<file path="src/rtl/core/rcds_pkg.sv">
package rcds_pkg;

    localparam int CFG_IDX_W  = 3;
    localparam int CFG_DATA_W = 24;
    localparam int TICK_W     = 24;
    localparam int TPU_W      = 8;
    localparam int OVS_W      = 4;
    localparam int SCOUNT_W   = 9;
    localparam int RAW_W      = 24;
    localparam int STATUS_W   = 2;

    localparam logic [CFG_IDX_W-1:0] REG_ENABLED         = 3'd0;
    localparam logic [CFG_IDX_W-1:0] REG_OVERSAMPLE_LOG2 = 3'd1;
    localparam logic [CFG_IDX_W-1:0] REG_CHARGE_TICKS    = 3'd2;
    localparam logic [CFG_IDX_W-1:0] REG_SETTLE_TICKS    = 3'd3;
    localparam logic [CFG_IDX_W-1:0] REG_TIMEOUT_TICKS   = 3'd4;
    localparam logic [CFG_IDX_W-1:0] REG_TICKS_PER_US    = 3'd5;

    localparam logic [STATUS_W-1:0] ST_OK          = 2'd0;
    localparam logic [STATUS_W-1:0] ST_NOT_ENABLED = 2'd1;
    localparam logic [STATUS_W-1:0] ST_TIMEOUT     = 2'd2;
    localparam logic [STATUS_W-1:0] ST_INVALID     = 2'd3;

    localparam logic [OVS_W-1:0]  RST_OVERSAMPLE_LOG2 = 4'd5;
    localparam logic [TICK_W-1:0] RST_CHARGE_TICKS    = 24'd9600;
    localparam logic [TICK_W-1:0] RST_SETTLE_TICKS    = 24'd3600;
    localparam logic [TICK_W-1:0] RST_TIMEOUT_TICKS   = 24'd480000;
    localparam logic [TPU_W-1:0]  RST_TICKS_PER_US    = 8'd240;

    typedef struct packed {
        logic              enabled;
        logic [OVS_W-1:0]  oversample_log2;
        logic [TICK_W-1:0] charge_ticks;
        logic [TICK_W-1:0] settle_ticks;
        logic [TICK_W-1:0] timeout_ticks;
        logic [TPU_W-1:0]  ticks_per_us;
    } t_cfg;

    typedef struct packed {
        logic                pos_drive_en;
        logic                pos_level;
        logic                neg_drive_en;
        logic                neg_level;
        logic                probe_drive_en;
        logic                probe_level;
        logic                busy_res;
        logic                done_res;
        logic [RAW_W-1:0]    raw_average;
        logic [STATUS_W-1:0] status;
    } t_result;

endpackage

</file>
<file path="src/rtl/core/rcds_if.sv">
interface rcds_in_if;
    logic valid;
    logic ready;
    logic start_req;
    logic cap_level;

    modport source(output valid, output start_req, output cap_level, input ready);
    modport sink(input valid, input start_req, input cap_level, output ready);
endinterface

interface rcds_out_if;
    logic        valid;
    logic        ready;
    logic        pos_drive_en;
    logic        pos_level;
    logic        neg_drive_en;
    logic        neg_level;
    logic        probe_drive_en;
    logic        probe_level;
    logic        busy_res;
    logic        done_res;
    logic [23:0] raw_average;
    logic [1:0]  status;

    modport source(
        output valid, output pos_drive_en, output pos_level, output neg_drive_en,
        output neg_level, output probe_drive_en, output probe_level, output busy_res,
        output done_res, output raw_average, output status, input ready
    );
    modport sink(
        input valid, input pos_drive_en, input pos_level, input neg_drive_en,
        input neg_level, input probe_drive_en, input probe_level, input busy_res,
        input done_res, input raw_average, input status, output ready
    );
endinterface

interface rcds_cfg_if import rcds_pkg::*; ();
    logic                  valid;
    logic                  ready;
    logic [CFG_IDX_W-1:0]  idx;
    logic [CFG_DATA_W-1:0] data;

    modport source(output valid, output idx, output data, input ready);
    modport sink(input valid, input idx, input data, output ready);
endinterface

</file>
<file path="src/rtl/core/rcds_seq.sv">
module rcds_seq
    import rcds_pkg::*;
#(
    parameter int COUNT_WIDTH         = 24,
    parameter int MAX_OVERSAMPLE_LOG2 = 8,
    parameter int ACC_WIDTH           = 32
) (
    input  logic    i_clk,
    input  logic    i_rst_n,
    input  logic    i_step,
    input  logic    i_start_req,
    input  logic    i_cap_level,
    input  logic    i_status_clr,
    input  t_cfg    i_cfg,
    output t_result o_res
);

    typedef enum logic [2:0] {
        PH_IDLE,
        PH_CHARGE,
        PH_DISCHARGE,
        PH_SETTLE,
        PH_REVCHARGE,
        PH_COMP,
        PH_NEUTRAL
    } t_phase;

    localparam int NW = (COUNT_WIDTH > TICK_W) ? COUNT_WIDTH : TICK_W;
    localparam int SW = ((ACC_WIDTH > COUNT_WIDTH) ? ACC_WIDTH : COUNT_WIDTH) + 1;
    localparam int AW = (ACC_WIDTH > RAW_W) ? ACC_WIDTH : RAW_W;
    localparam logic [NW-1:0]     CNT_MAX   = NW'({COUNT_WIDTH{1'b1}});
    localparam logic [SW-1:0]     ACC_MAX   = SW'({ACC_WIDTH{1'b1}});
    localparam logic [AW-1:0]     RAW_MAX   = AW'({RAW_W{1'b1}});
    localparam logic [TICK_W-1:0] TICK_MAX  = {TICK_W{1'b1}};
    localparam logic [OVS_W-1:0]  OVS_LIMIT = OVS_W'(MAX_OVERSAMPLE_LOG2);

    t_phase                  r_phase, n_phase;
    logic [TICK_W-1:0]       r_pticks, n_pticks;
    logic [COUNT_WIDTH-1:0]  r_dcount, n_dcount;
    logic [COUNT_WIDTH-1:0]  r_rem, n_rem;
    logic [TPU_W-1:0]        r_div, n_div;
    logic [TPU_W-1:0]        r_presc, n_presc;
    logic [SCOUNT_W-1:0]     r_scount, n_scount;
    logic [ACC_WIDTH-1:0]    r_acc, n_acc;
    logic                    r_last_cap;
    logic [STATUS_W-1:0]     r_status, n_status;

    logic                    fall;
    logic [TPU_W-1:0]        tpu;
    logic [OVS_W-1:0]        ovs;
    logic [TICK_W-1:0]       pt_inc;
    logic [NW-1:0]           cnt_ext;
    logic [TPU_W-1:0]        presc_inc;
    logic [COUNT_WIDTH-1:0]  div_x2;
    logic [SW-1:0]           acc_sum;
    logic [ACC_WIDTH-1:0]    acc_new;
    logic [SCOUNT_W-1:0]     scount_new;
    logic [SCOUNT_W-1:0]     target;
    logic [AW-1:0]           avg_ext;
    logic [RAW_W-1:0]        avg;
    logic                    done;
    logic [RAW_W-1:0]        raw;

    assign fall      = r_last_cap & ~i_cap_level;
    assign tpu       = (i_cfg.ticks_per_us == '0) ? TPU_W'(1) : i_cfg.ticks_per_us;
    assign ovs       = (i_cfg.oversample_log2 > OVS_LIMIT) ? OVS_LIMIT : i_cfg.oversample_log2;
    assign pt_inc    = (r_pticks == TICK_MAX) ? r_pticks : r_pticks + TICK_W'(1);
    assign cnt_ext   = NW'(pt_inc);
    assign presc_inc = r_presc + TPU_W'(1);
    assign div_x2    = COUNT_WIDTH'({r_div, 1'b0});
    assign acc_sum   = SW'(r_acc) + SW'(r_dcount);
    assign acc_new   = (acc_sum > ACC_MAX) ? {ACC_WIDTH{1'b1}} : acc_sum[ACC_WIDTH-1:0];
    assign scount_new = (r_scount == {SCOUNT_W{1'b1}}) ? r_scount : r_scount + SCOUNT_W'(1);
    assign target    = SCOUNT_W'(1) << ovs;
    assign avg_ext   = AW'(acc_new) >> ovs;
    assign avg       = (avg_ext > RAW_MAX) ? {RAW_W{1'b1}} : avg_ext[RAW_W-1:0];

    always_comb begin
        n_phase  = r_phase;
        n_pticks = r_pticks;
        n_dcount = r_dcount;
        n_rem    = r_rem;
        n_div    = r_div;
        n_presc  = r_presc;
        n_scount = r_scount;
        n_acc    = r_acc;
        n_status = r_status;
        done     = 1'b0;
        raw      = '0;

        case (r_phase)
            PH_IDLE: begin
                if (i_start_req) begin
                    if (!i_cfg.enabled) begin
                        done     = 1'b1;
                        n_status = ST_NOT_ENABLED;
                        n_pticks = '0;
                        n_presc  = '0;
                    end else begin
                        n_acc    = '0;
                        n_scount = '0;
                        n_phase  = PH_CHARGE;
                        n_pticks = '0;
                    end
                end
            end
            PH_CHARGE: begin
                n_pticks = pt_inc;
                if (pt_inc >= i_cfg.charge_ticks) begin
                    n_phase  = PH_DISCHARGE;
                    n_pticks = '0;
                end
            end
            PH_DISCHARGE: begin
                if (fall) begin
                    n_dcount = (cnt_ext > CNT_MAX) ? CNT_MAX[COUNT_WIDTH-1:0]
                                                   : cnt_ext[COUNT_WIDTH-1:0];
                    n_rem    = n_dcount;
                    n_div    = tpu;
                    n_phase  = PH_SETTLE;
                    n_pticks = '0;
                end else if (pt_inc >= i_cfg.timeout_ticks) begin
                    done     = 1'b1;
                    n_status = ST_TIMEOUT;
                    n_phase  = PH_IDLE;
                    n_pticks = '0;
                    n_presc  = '0;
                end else begin
                    n_pticks = pt_inc;
                end
            end
            PH_SETTLE: begin
                n_pticks = pt_inc;
                if (pt_inc >= i_cfg.settle_ticks) begin
                    n_phase  = PH_REVCHARGE;
                    n_pticks = '0;
                end
            end
            PH_REVCHARGE: begin
                n_pticks = pt_inc;
                if (pt_inc >= i_cfg.charge_ticks) begin
                    n_phase  = PH_COMP;
                    n_pticks = '0;
                    n_presc  = '0;
                end
            end
            PH_COMP: begin
                n_presc = presc_inc;
                if (presc_inc >= tpu) begin
                    n_presc = '0;
                    // end when fewer than two whole microseconds remain
                    if (r_rem < div_x2) begin
                        n_phase  = PH_NEUTRAL;
                        n_pticks = '0;
                    end else begin
                        n_rem = r_rem - COUNT_WIDTH'(r_div);
                    end
                end
            end
            PH_NEUTRAL: begin
                n_pticks = pt_inc;
                if (pt_inc >= i_cfg.settle_ticks) begin
                    n_acc    = acc_new;
                    n_scount = scount_new;
                    n_pticks = '0;
                    if (scount_new >= target) begin
                        done     = 1'b1;
                        n_phase  = PH_IDLE;
                        n_presc  = '0;
                        if (avg == '0) begin
                            n_status = ST_INVALID;
                        end else begin
                            n_status = ST_OK;
                            raw      = avg;
                        end
                    end else begin
                        n_phase = PH_CHARGE;
                    end
                end
            end
            default: begin
                n_phase  = PH_IDLE;
                n_pticks = '0;
            end
        endcase
    end

    always_comb begin
        o_res = '0;
        case (n_phase)
            PH_CHARGE: begin
                o_res.pos_drive_en = 1'b1;
                o_res.pos_level    = 1'b1;
                o_res.neg_drive_en = 1'b1;
            end
            PH_DISCHARGE: begin
                o_res.neg_drive_en   = 1'b1;
                o_res.probe_drive_en = 1'b1;
            end
            PH_SETTLE: begin
                o_res.pos_drive_en = 1'b1;
                o_res.neg_drive_en = 1'b1;
            end
            PH_REVCHARGE: begin
                o_res.pos_drive_en = 1'b1;
                o_res.neg_drive_en = 1'b1;
                o_res.neg_level    = 1'b1;
            end
            PH_COMP: begin
                o_res.neg_drive_en   = 1'b1;
                o_res.neg_level      = 1'b1;
                o_res.probe_drive_en = 1'b1;
                o_res.probe_level    = 1'b1;
            end
            PH_NEUTRAL: begin
                o_res.pos_drive_en = 1'b1;
                o_res.pos_level    = 1'b1;
                o_res.neg_drive_en = 1'b1;
                o_res.neg_level    = 1'b1;
            end
            default: begin
                o_res.pos_drive_en = 1'b0;
            end
        endcase
        o_res.busy_res    = (n_phase != PH_IDLE);
        o_res.done_res    = done;
        o_res.raw_average = raw;
        o_res.status      = n_status;
    end

    always_ff @(posedge i_clk) begin
        if (!i_rst_n) begin
            r_phase    <= PH_IDLE;
            r_pticks   <= '0;
            r_dcount   <= '0;
            r_rem      <= '0;
            r_div      <= '0;
            r_presc    <= '0;
            r_scount   <= '0;
            r_acc      <= '0;
            r_last_cap <= 1'b1;
            r_status   <= ST_NOT_ENABLED;
        end else begin
            if (i_step) begin
                r_phase    <= n_phase;
                r_pticks   <= n_pticks;
                r_dcount   <= n_dcount;
                r_rem      <= n_rem;
                r_div      <= n_div;
                r_presc    <= n_presc;
                r_scount   <= n_scount;
                r_acc      <= n_acc;
                r_last_cap <= i_cap_level;
                r_status   <= n_status;
            end
            if (i_status_clr) begin
                r_status <= ST_OK;
            end
        end
    end

endmodule

</file>
<file path="src/rtl/core/rc_discharge_conductivity_sequencer.sv">
// A tick's result is registered in the result buffer and offered from its head.
// Throughput: one tick per cycle; a two-entry result buffer keeps input ready
// while fewer than two results wait downstream.
// Reset: sequencer idle, pins released, status not enabled, registers at defaults,
// result buffer empty.
module rc_discharge_conductivity_sequencer
    import rcds_pkg::*;
#(
    parameter int COUNT_WIDTH         = 24,
    parameter int MAX_OVERSAMPLE_LOG2 = 8,
    parameter int ACC_WIDTH           = 32
) (
    input  logic        i_clk,
    input  logic        i_rst_n,
    rcds_in_if.sink     i_in,
    rcds_out_if.source  o_out,
    rcds_cfg_if.sink    i_cfg
);

    t_cfg        r_cfg;
    t_result     seq_res;
    t_result     r_head;
    t_result     r_tail;
    logic [1:0]  r_cnt;
    logic        push;
    logic        pop;
    logic        cfg_wr;
    logic        status_clr;

    assign i_cfg.ready = 1'b1;
    assign cfg_wr      = i_cfg.valid & i_cfg.ready;
    assign status_clr  = cfg_wr && (i_cfg.idx == REG_ENABLED) && i_cfg.data[0];

    assign i_in.ready  = (r_cnt != 2'd2);
    assign push        = i_in.valid & i_in.ready;
    assign pop         = o_out.valid & o_out.ready;

    always_ff @(posedge i_clk) begin
        if (!i_rst_n) begin
            r_cfg.enabled         <= 1'b0;
            r_cfg.oversample_log2 <= RST_OVERSAMPLE_LOG2;
            r_cfg.charge_ticks    <= RST_CHARGE_TICKS;
            r_cfg.settle_ticks    <= RST_SETTLE_TICKS;
            r_cfg.timeout_ticks   <= RST_TIMEOUT_TICKS;
            r_cfg.ticks_per_us    <= RST_TICKS_PER_US;
        end else if (cfg_wr) begin
            case (i_cfg.idx)
                REG_ENABLED:         r_cfg.enabled         <= i_cfg.data[0];
                REG_OVERSAMPLE_LOG2: r_cfg.oversample_log2 <= i_cfg.data[OVS_W-1:0];
                REG_CHARGE_TICKS:    r_cfg.charge_ticks    <= i_cfg.data[TICK_W-1:0];
                REG_SETTLE_TICKS:    r_cfg.settle_ticks    <= i_cfg.data[TICK_W-1:0];
                REG_TIMEOUT_TICKS:   r_cfg.timeout_ticks   <= i_cfg.data[TICK_W-1:0];
                REG_TICKS_PER_US:    r_cfg.ticks_per_us    <= i_cfg.data[TPU_W-1:0];
                default:             r_cfg                 <= r_cfg;
            endcase
        end
    end

    rcds_seq #(
        .COUNT_WIDTH         (COUNT_WIDTH),
        .MAX_OVERSAMPLE_LOG2 (MAX_OVERSAMPLE_LOG2),
        .ACC_WIDTH           (ACC_WIDTH)
    ) u_seq (
        .i_clk        (i_clk),
        .i_rst_n      (i_rst_n),
        .i_step       (push),
        .i_start_req  (i_in.start_req),
        .i_cap_level  (i_in.cap_level),
        .i_status_clr (status_clr),
        .i_cfg        (r_cfg),
        .o_res        (seq_res)
    );

    always_ff @(posedge i_clk) begin
        if (!i_rst_n) begin
            r_cnt <= 2'd0;
        end else begin
            case ({push, pop})
                2'b10:   r_cnt <= r_cnt + 2'd1;
                2'b01:   r_cnt <= r_cnt - 2'd1;
                default: r_cnt <= r_cnt;
            endcase
        end
    end

    always_ff @(posedge i_clk) begin
        case ({push, pop})
            2'b10: begin
                if (r_cnt == 2'd0) begin
                    r_head <= seq_res;
                end else begin
                    r_tail <= seq_res;
                end
            end
            2'b01: begin
                r_head <= r_tail;
            end
            2'b11: begin
                if (r_cnt == 2'd1) begin
                    r_head <= seq_res;
                end else begin
                    r_head <= r_tail;
                    r_tail <= seq_res;
                end
            end
            default: begin
                r_head <= r_head;
            end
        endcase
    end

    assign o_out.valid          = (r_cnt != 2'd0);
    assign o_out.pos_drive_en   = r_head.pos_drive_en;
    assign o_out.pos_level      = r_head.pos_level;
    assign o_out.neg_drive_en   = r_head.neg_drive_en;
    assign o_out.neg_level      = r_head.neg_level;
    assign o_out.probe_drive_en = r_head.probe_drive_en;
    assign o_out.probe_level    = r_head.probe_level;
    assign o_out.busy_res       = r_head.busy_res;
    assign o_out.done_res       = r_head.done_res;
    assign o_out.raw_average    = r_head.raw_average;
    assign o_out.status         = r_head.status;

endmodule

</file>
<file path="src/flat_wrapper.sv">
// flat-port wrapper written by rule: the top's interface ports become plain ports
module rc_discharge_conductivity_sequencer_flat import rcds_pkg::*;
#(
    parameter int COUNT_WIDTH         = 24,
    parameter int MAX_OVERSAMPLE_LOG2 = 8,
    parameter int ACC_WIDTH           = 32
)
  (i_clk, i_rst_n, i_in_valid, i_in_start_req, i_in_cap_level, i_in_ready, o_out_valid, o_out_pos_drive_en, o_out_pos_level, o_out_neg_drive_en, o_out_neg_level, o_out_probe_drive_en, o_out_probe_level, o_out_busy_res, o_out_done_res, o_out_raw_average, o_out_status, o_out_ready, i_cfg_valid, i_cfg_idx, i_cfg_data, i_cfg_ready);
  rcds_in_if i_in_i ();
  rcds_out_if o_out_i ();
  rcds_cfg_if i_cfg_i ();
  input  logic i_clk;
  input  logic i_rst_n;
  input wire logic [$bits(i_in_i.valid)-1:0] i_in_valid;
  input wire logic [$bits(i_in_i.start_req)-1:0] i_in_start_req;
  input wire logic [$bits(i_in_i.cap_level)-1:0] i_in_cap_level;
  output wire logic [$bits(i_in_i.ready)-1:0] i_in_ready;
  output wire logic [$bits(o_out_i.valid)-1:0] o_out_valid;
  output wire logic [$bits(o_out_i.pos_drive_en)-1:0] o_out_pos_drive_en;
  output wire logic [$bits(o_out_i.pos_level)-1:0] o_out_pos_level;
  output wire logic [$bits(o_out_i.neg_drive_en)-1:0] o_out_neg_drive_en;
  output wire logic [$bits(o_out_i.neg_level)-1:0] o_out_neg_level;
  output wire logic [$bits(o_out_i.probe_drive_en)-1:0] o_out_probe_drive_en;
  output wire logic [$bits(o_out_i.probe_level)-1:0] o_out_probe_level;
  output wire logic [$bits(o_out_i.busy_res)-1:0] o_out_busy_res;
  output wire logic [$bits(o_out_i.done_res)-1:0] o_out_done_res;
  output wire logic [$bits(o_out_i.raw_average)-1:0] o_out_raw_average;
  output wire logic [$bits(o_out_i.status)-1:0] o_out_status;
  input wire logic [$bits(o_out_i.ready)-1:0] o_out_ready;
  input wire logic [$bits(i_cfg_i.valid)-1:0] i_cfg_valid;
  input wire logic [$bits(i_cfg_i.idx)-1:0] i_cfg_idx;
  input wire logic [$bits(i_cfg_i.data)-1:0] i_cfg_data;
  output wire logic [$bits(i_cfg_i.ready)-1:0] i_cfg_ready;
  assign i_in_i.valid = i_in_valid;
  assign i_in_i.start_req = i_in_start_req;
  assign i_in_i.cap_level = i_in_cap_level;
  assign i_in_ready = i_in_i.ready;
  assign o_out_valid = o_out_i.valid;
  assign o_out_pos_drive_en = o_out_i.pos_drive_en;
  assign o_out_pos_level = o_out_i.pos_level;
  assign o_out_neg_drive_en = o_out_i.neg_drive_en;
  assign o_out_neg_level = o_out_i.neg_level;
  assign o_out_probe_drive_en = o_out_i.probe_drive_en;
  assign o_out_probe_level = o_out_i.probe_level;
  assign o_out_busy_res = o_out_i.busy_res;
  assign o_out_done_res = o_out_i.done_res;
  assign o_out_raw_average = o_out_i.raw_average;
  assign o_out_status = o_out_i.status;
  assign o_out_i.ready = o_out_ready;
  assign i_cfg_i.valid = i_cfg_valid;
  assign i_cfg_i.idx = i_cfg_idx;
  assign i_cfg_i.data = i_cfg_data;
  assign i_cfg_ready = i_cfg_i.ready;
  rc_discharge_conductivity_sequencer #(.COUNT_WIDTH(COUNT_WIDTH), .MAX_OVERSAMPLE_LOG2(MAX_OVERSAMPLE_LOG2), .ACC_WIDTH(ACC_WIDTH)) u_core (.i_clk(i_clk), .i_rst_n(i_rst_n), .i_in(i_in_i), .o_out(o_out_i), .i_cfg(i_cfg_i));
endmodule
</file>
<file path="config.mk">
export PLATFORM = sky130hd
export DESIGN_NAME = rc_discharge_conductivity_sequencer_flat
export DESIGN_NICKNAME = d
export VERILOG_FILES = /design/src/rtl/core/rcds_pkg.sv /design/src/rtl/core/rcds_if.sv /design/src/rtl/core/rcds_seq.sv /design/src/rtl/core/rc_discharge_conductivity_sequencer.sv /design/src/flat_wrapper.sv
export SDC_FILE = /design/constraint.sdc
export NUM_CORES = 1
export LEC_CHECK = 0
export BUFFER_PORTS_ARGS = -buffer_cell sky130_fd_sc_hd__buf_2
export CORE_MARGIN = 3
export CORE_UTILIZATION = 30
export CTS_CLUSTER_DIAMETER = 100
export DETAILED_ROUTE_END_ITERATION = 6
export PLACE_DENSITY = 0.47
export SLEW_MARGIN = 15
export SYNTH_ARGS = -nofsm -noshare
export SYNTH_HDL_FRONTEND = slang
export SYNTH_SLANG_ARGS = --single-unit
</file>
<file path="constraint.sdc">
create_clock -name i_clk -period 12.6 [get_ports i_clk]
set_clock_uncertainty 0.1 [all_clocks]
set_input_delay 0 -clock i_clk [delete_from_list [all_inputs] [get_ports i_clk]]
set_output_delay 0 -clock i_clk [all_outputs]
set_load 0.03 [all_outputs]
</file>
==> results_dict.tcl <==
set metrics [dict create \
    status "finished, violations left" \
    violations "hold timing" \
    drive_gt1_frac 0.0933 \
    drv_slew 0 \
    diodes 0 \
    hpwl_um 47800 \
    cts_buffers 35 \
    grt_max_degree 103 \
    drc 0 \
    vias 18000 \
    yosysUniqueCellTypes 100 \
    ant_nets 0 \
    maxCapViolCount 0 \
    grt_pass1_wl_um 103000 \
    setup_viol 0 \
    avgSynthCellArea_um2 7.82 \
    clk_latency_ps 560 \
    ys.flop_type "dfxtp_1" \
    cts_resized 0 \
    antenna_found_initial 0 \
    nets 2649 \
    syn_inst 2439 \
    coreArea_mm2 0.0623 \
    p_leak_nw 8.47 \
    cp_common_cell "nand2_1" \
    powerDensity_mw_per_mm2 130 \
    start_kind "register" \
    post_cts_buffers 0 \
    viasPerCell 5.39 \
    postCtsHoldBufs 38 \
    pin_count 71 \
    gp_congestion 0.927 \
    rsz0062_at_grt "no" \
    ys_warn_count 0 \
    finalCritPeriodShare 0.531 \
    die_h_um 258 \
    grt_pass1_vias 17600 \
    synth_top_cell_by_area "dfxtp_1" \
    clock_sinks 290 \
    synth_edf_count 68 \
    grt_usage 0.194 \
    max-vdd-ir-drop_uv 76.0 \
    h-tree-depth 2 \
    initial_core_util 0.306 \
    post-route-util 0.349 \
    worst_pin_slew_ps 1100 \
    cp_slowest_cell "or2_1" \
    final_cell_mix "nand2_1, nor2_1, dfxtp_1, a21oi_1, inv_1" \
    synth_area_mm2 0.0191 \
    clk_path_buf_depth 3 \
    crit_type "register to register" \
    yosysSeqAreaShare 0.340 \
    synth_top_area_share 0.233 \
    max_slew_margin 0.268 \
    crit_fanout 14 \
    critPathCaptureType "register" \
    syn-num-nets 2612 \
    drt-total-wl_um 65800 \
    final_common_cell "nand2_1" \
    max_stage_delay_ps 690 \
    rrSetupSlack_ps 5910 \
    crit_chain "and3_1, and3_1, nand2_1, or3_1, nor3_1, nand4b_1, nor2_1, nand2_1, nor3_1, xnor2_1, inv_1, ha_1, a21oi_1, nor2b_1, o21ai_0, nand2_1, a2111oi_0, o211ai_1, a31o_2, nand3_1, or2_1, nor2_1" \
    rows 91 \
    yosys-top-cells-area "dfxtp_1, edfxtp_1, ha_1" \
    drt_first_pass_iters 5 \
    worstPathRequired_ps 12760 \
    ys_async_sr_fraction 0 \
    hold_path.class "input port to register" \
    synth_seq_cells 290 \
    area_delta_synth_final_pct 13.9 \
    fin_tns_setup_ps 0 \
    crit_arrival_ps 6850 \
    routedWlPerCell_um 19.7 \
    min_period_ps 6690 \
    hold_viol 9 \
    grt_overflow 0 \
    clk_pin_slew_worst_paths_ps 60 \
    cts_root_buf "clkbuf_16" \
    drtIter0Drc 1380 \
    port_buffers 69 \
    die_area_mm2 0.0666 \
    die_x_um 258 \
    max_freq_mhz 149 \
    cts_tree "yes" \
    timing.hold.ws_ps -19.7 \
]
-- Yosys cell counts (all sizes together) (24+ instances only) --
cell type,number
a21oi,219
inv,141
dfxtp,222
o211ai,44
a211oi,35
edfxtp,68
and3,26
nand4,33
nor2,261
o21ai,147
nor3,69
nand3,48
clkbuf,110
xor2,26
nand2,372
a22oi,46
ha,137
a21o,61
xnor2,28
buf,32
nor2b,24
-- routing by layer --
metal	share of wire	vias to the layer above	global-route usage	wire length, um
met2	0.47	471	0.328	30900
li1	-	8794	-	-
met4	0.027	0	0.0600	1790
met5	0	-	0	0
met1	0.46	8608	0.259	30000
met3	0.046	102	0.0241	3050
-- flip-flops by register name, summed over array words and instances, names as in the netlist, 2 cells and up --
register / flops
u_core.u_seq.r_presc: 8
u_core.u_seq.r_rem: 24
u_core.o_out.raw_average: 24
u_core.r_tail: 34
u_core.u_seq.r_phase: 3
u_core.u_seq.r_scount: 9
u_core.r_cnt: 2
u_core.u_seq.r_div: 8
u_core.r_cfg: 85
u_core.u_seq.r_dcount: 24
u_core.o_out.status: 2
u_core.u_seq.r_status: 2
u_core.u_seq.r_acc: 32
u_core.u_seq.r_pticks: 24
-- report_power, final --
group | switching [mW] | leakage, nW | internal (mW)
sequential | 0.0476 | 2.47 | 1.10
combinational | 0.458 | 5.46 | 0.200
clock | 0.418 | 0.548 | 0.600
total | 0.923 | 8.47 | 1.90
-- cell type report --
cell class	instances	area, um2
sequential	290	6490
tap	837	1050
inverter	142	541
clock buffer	43	956
multi-input combinational	1865	11500
fill	6585	40600
clock inverter	14	164
timing repair buffer	142	1030
-- cell families (layout without fill, tap and decap cells) --
| group | count (synthesis) | in the layout | share of synthesized area |
|---|---|---|---|
| compound gates | 726 | 726 | 0.253 |
| xor+xnor | 54 | 54 | 0.0256 |
| fa+ha+maj | 139 | 139 | 0.0920 |
| buf+inv | 284 | 341 | 0.0594 |
| flops | 290 | 290 | 0.340 |
| mux | 18 | 18 | 0.0105 |
| other cells | 1 | 1 | 0.000197 |
| simple gates | 927 | 927 | 0.219 |
-- worst paths after layout --
check / start / endpoint / depth (start not counted)
hold / removal: o_out_ready / u_core.o_out.probe_level / 3
hold reg to reg: u_core.r_cfg[70] / u_core.r_cfg[70] / 2
setup / recovery: u_core.u_seq.r_pticks[3] / u_core.r_tail[2] / 22
setup reg to reg: u_core.u_seq.r_pticks[3] / u_core.r_tail[2] / 22
-- critical path, delay by kind of cell, from the launching register on --
| family | cells | cell delay [ps] |
|---|---|---|
| and+or+nand+nor | 14 | 3640 |
| xor gates and xnor gates | 1 | 300 |
| buffers and inverters | 1 | 200 |
| DFF | 1 | 400 |
| adders and majority gates | 1 | 340 |
| AOI/OAI and AO/OA | 5 | 1410 |
-- through the flow --
step | power, mW | setup slack, ps | std cells | instance area, um2
2_1_floorplan | 1.59 | 7110 | 2439 | 19100
3_3_place_gp | 1.80 | 6000 | 3236 | 20200
3_5_place_dp | 1.80 | 5960 | 3236 | 20200
4_1_cts | 2.84 | 5940 | 3331 | 21700
5_1_grt | 2.96 | 5300 | 3333 | 21700
6_report | 2.82 | 5910 | 3333 | 21700
No activity file was read; power rests on OpenSTA's default activity.
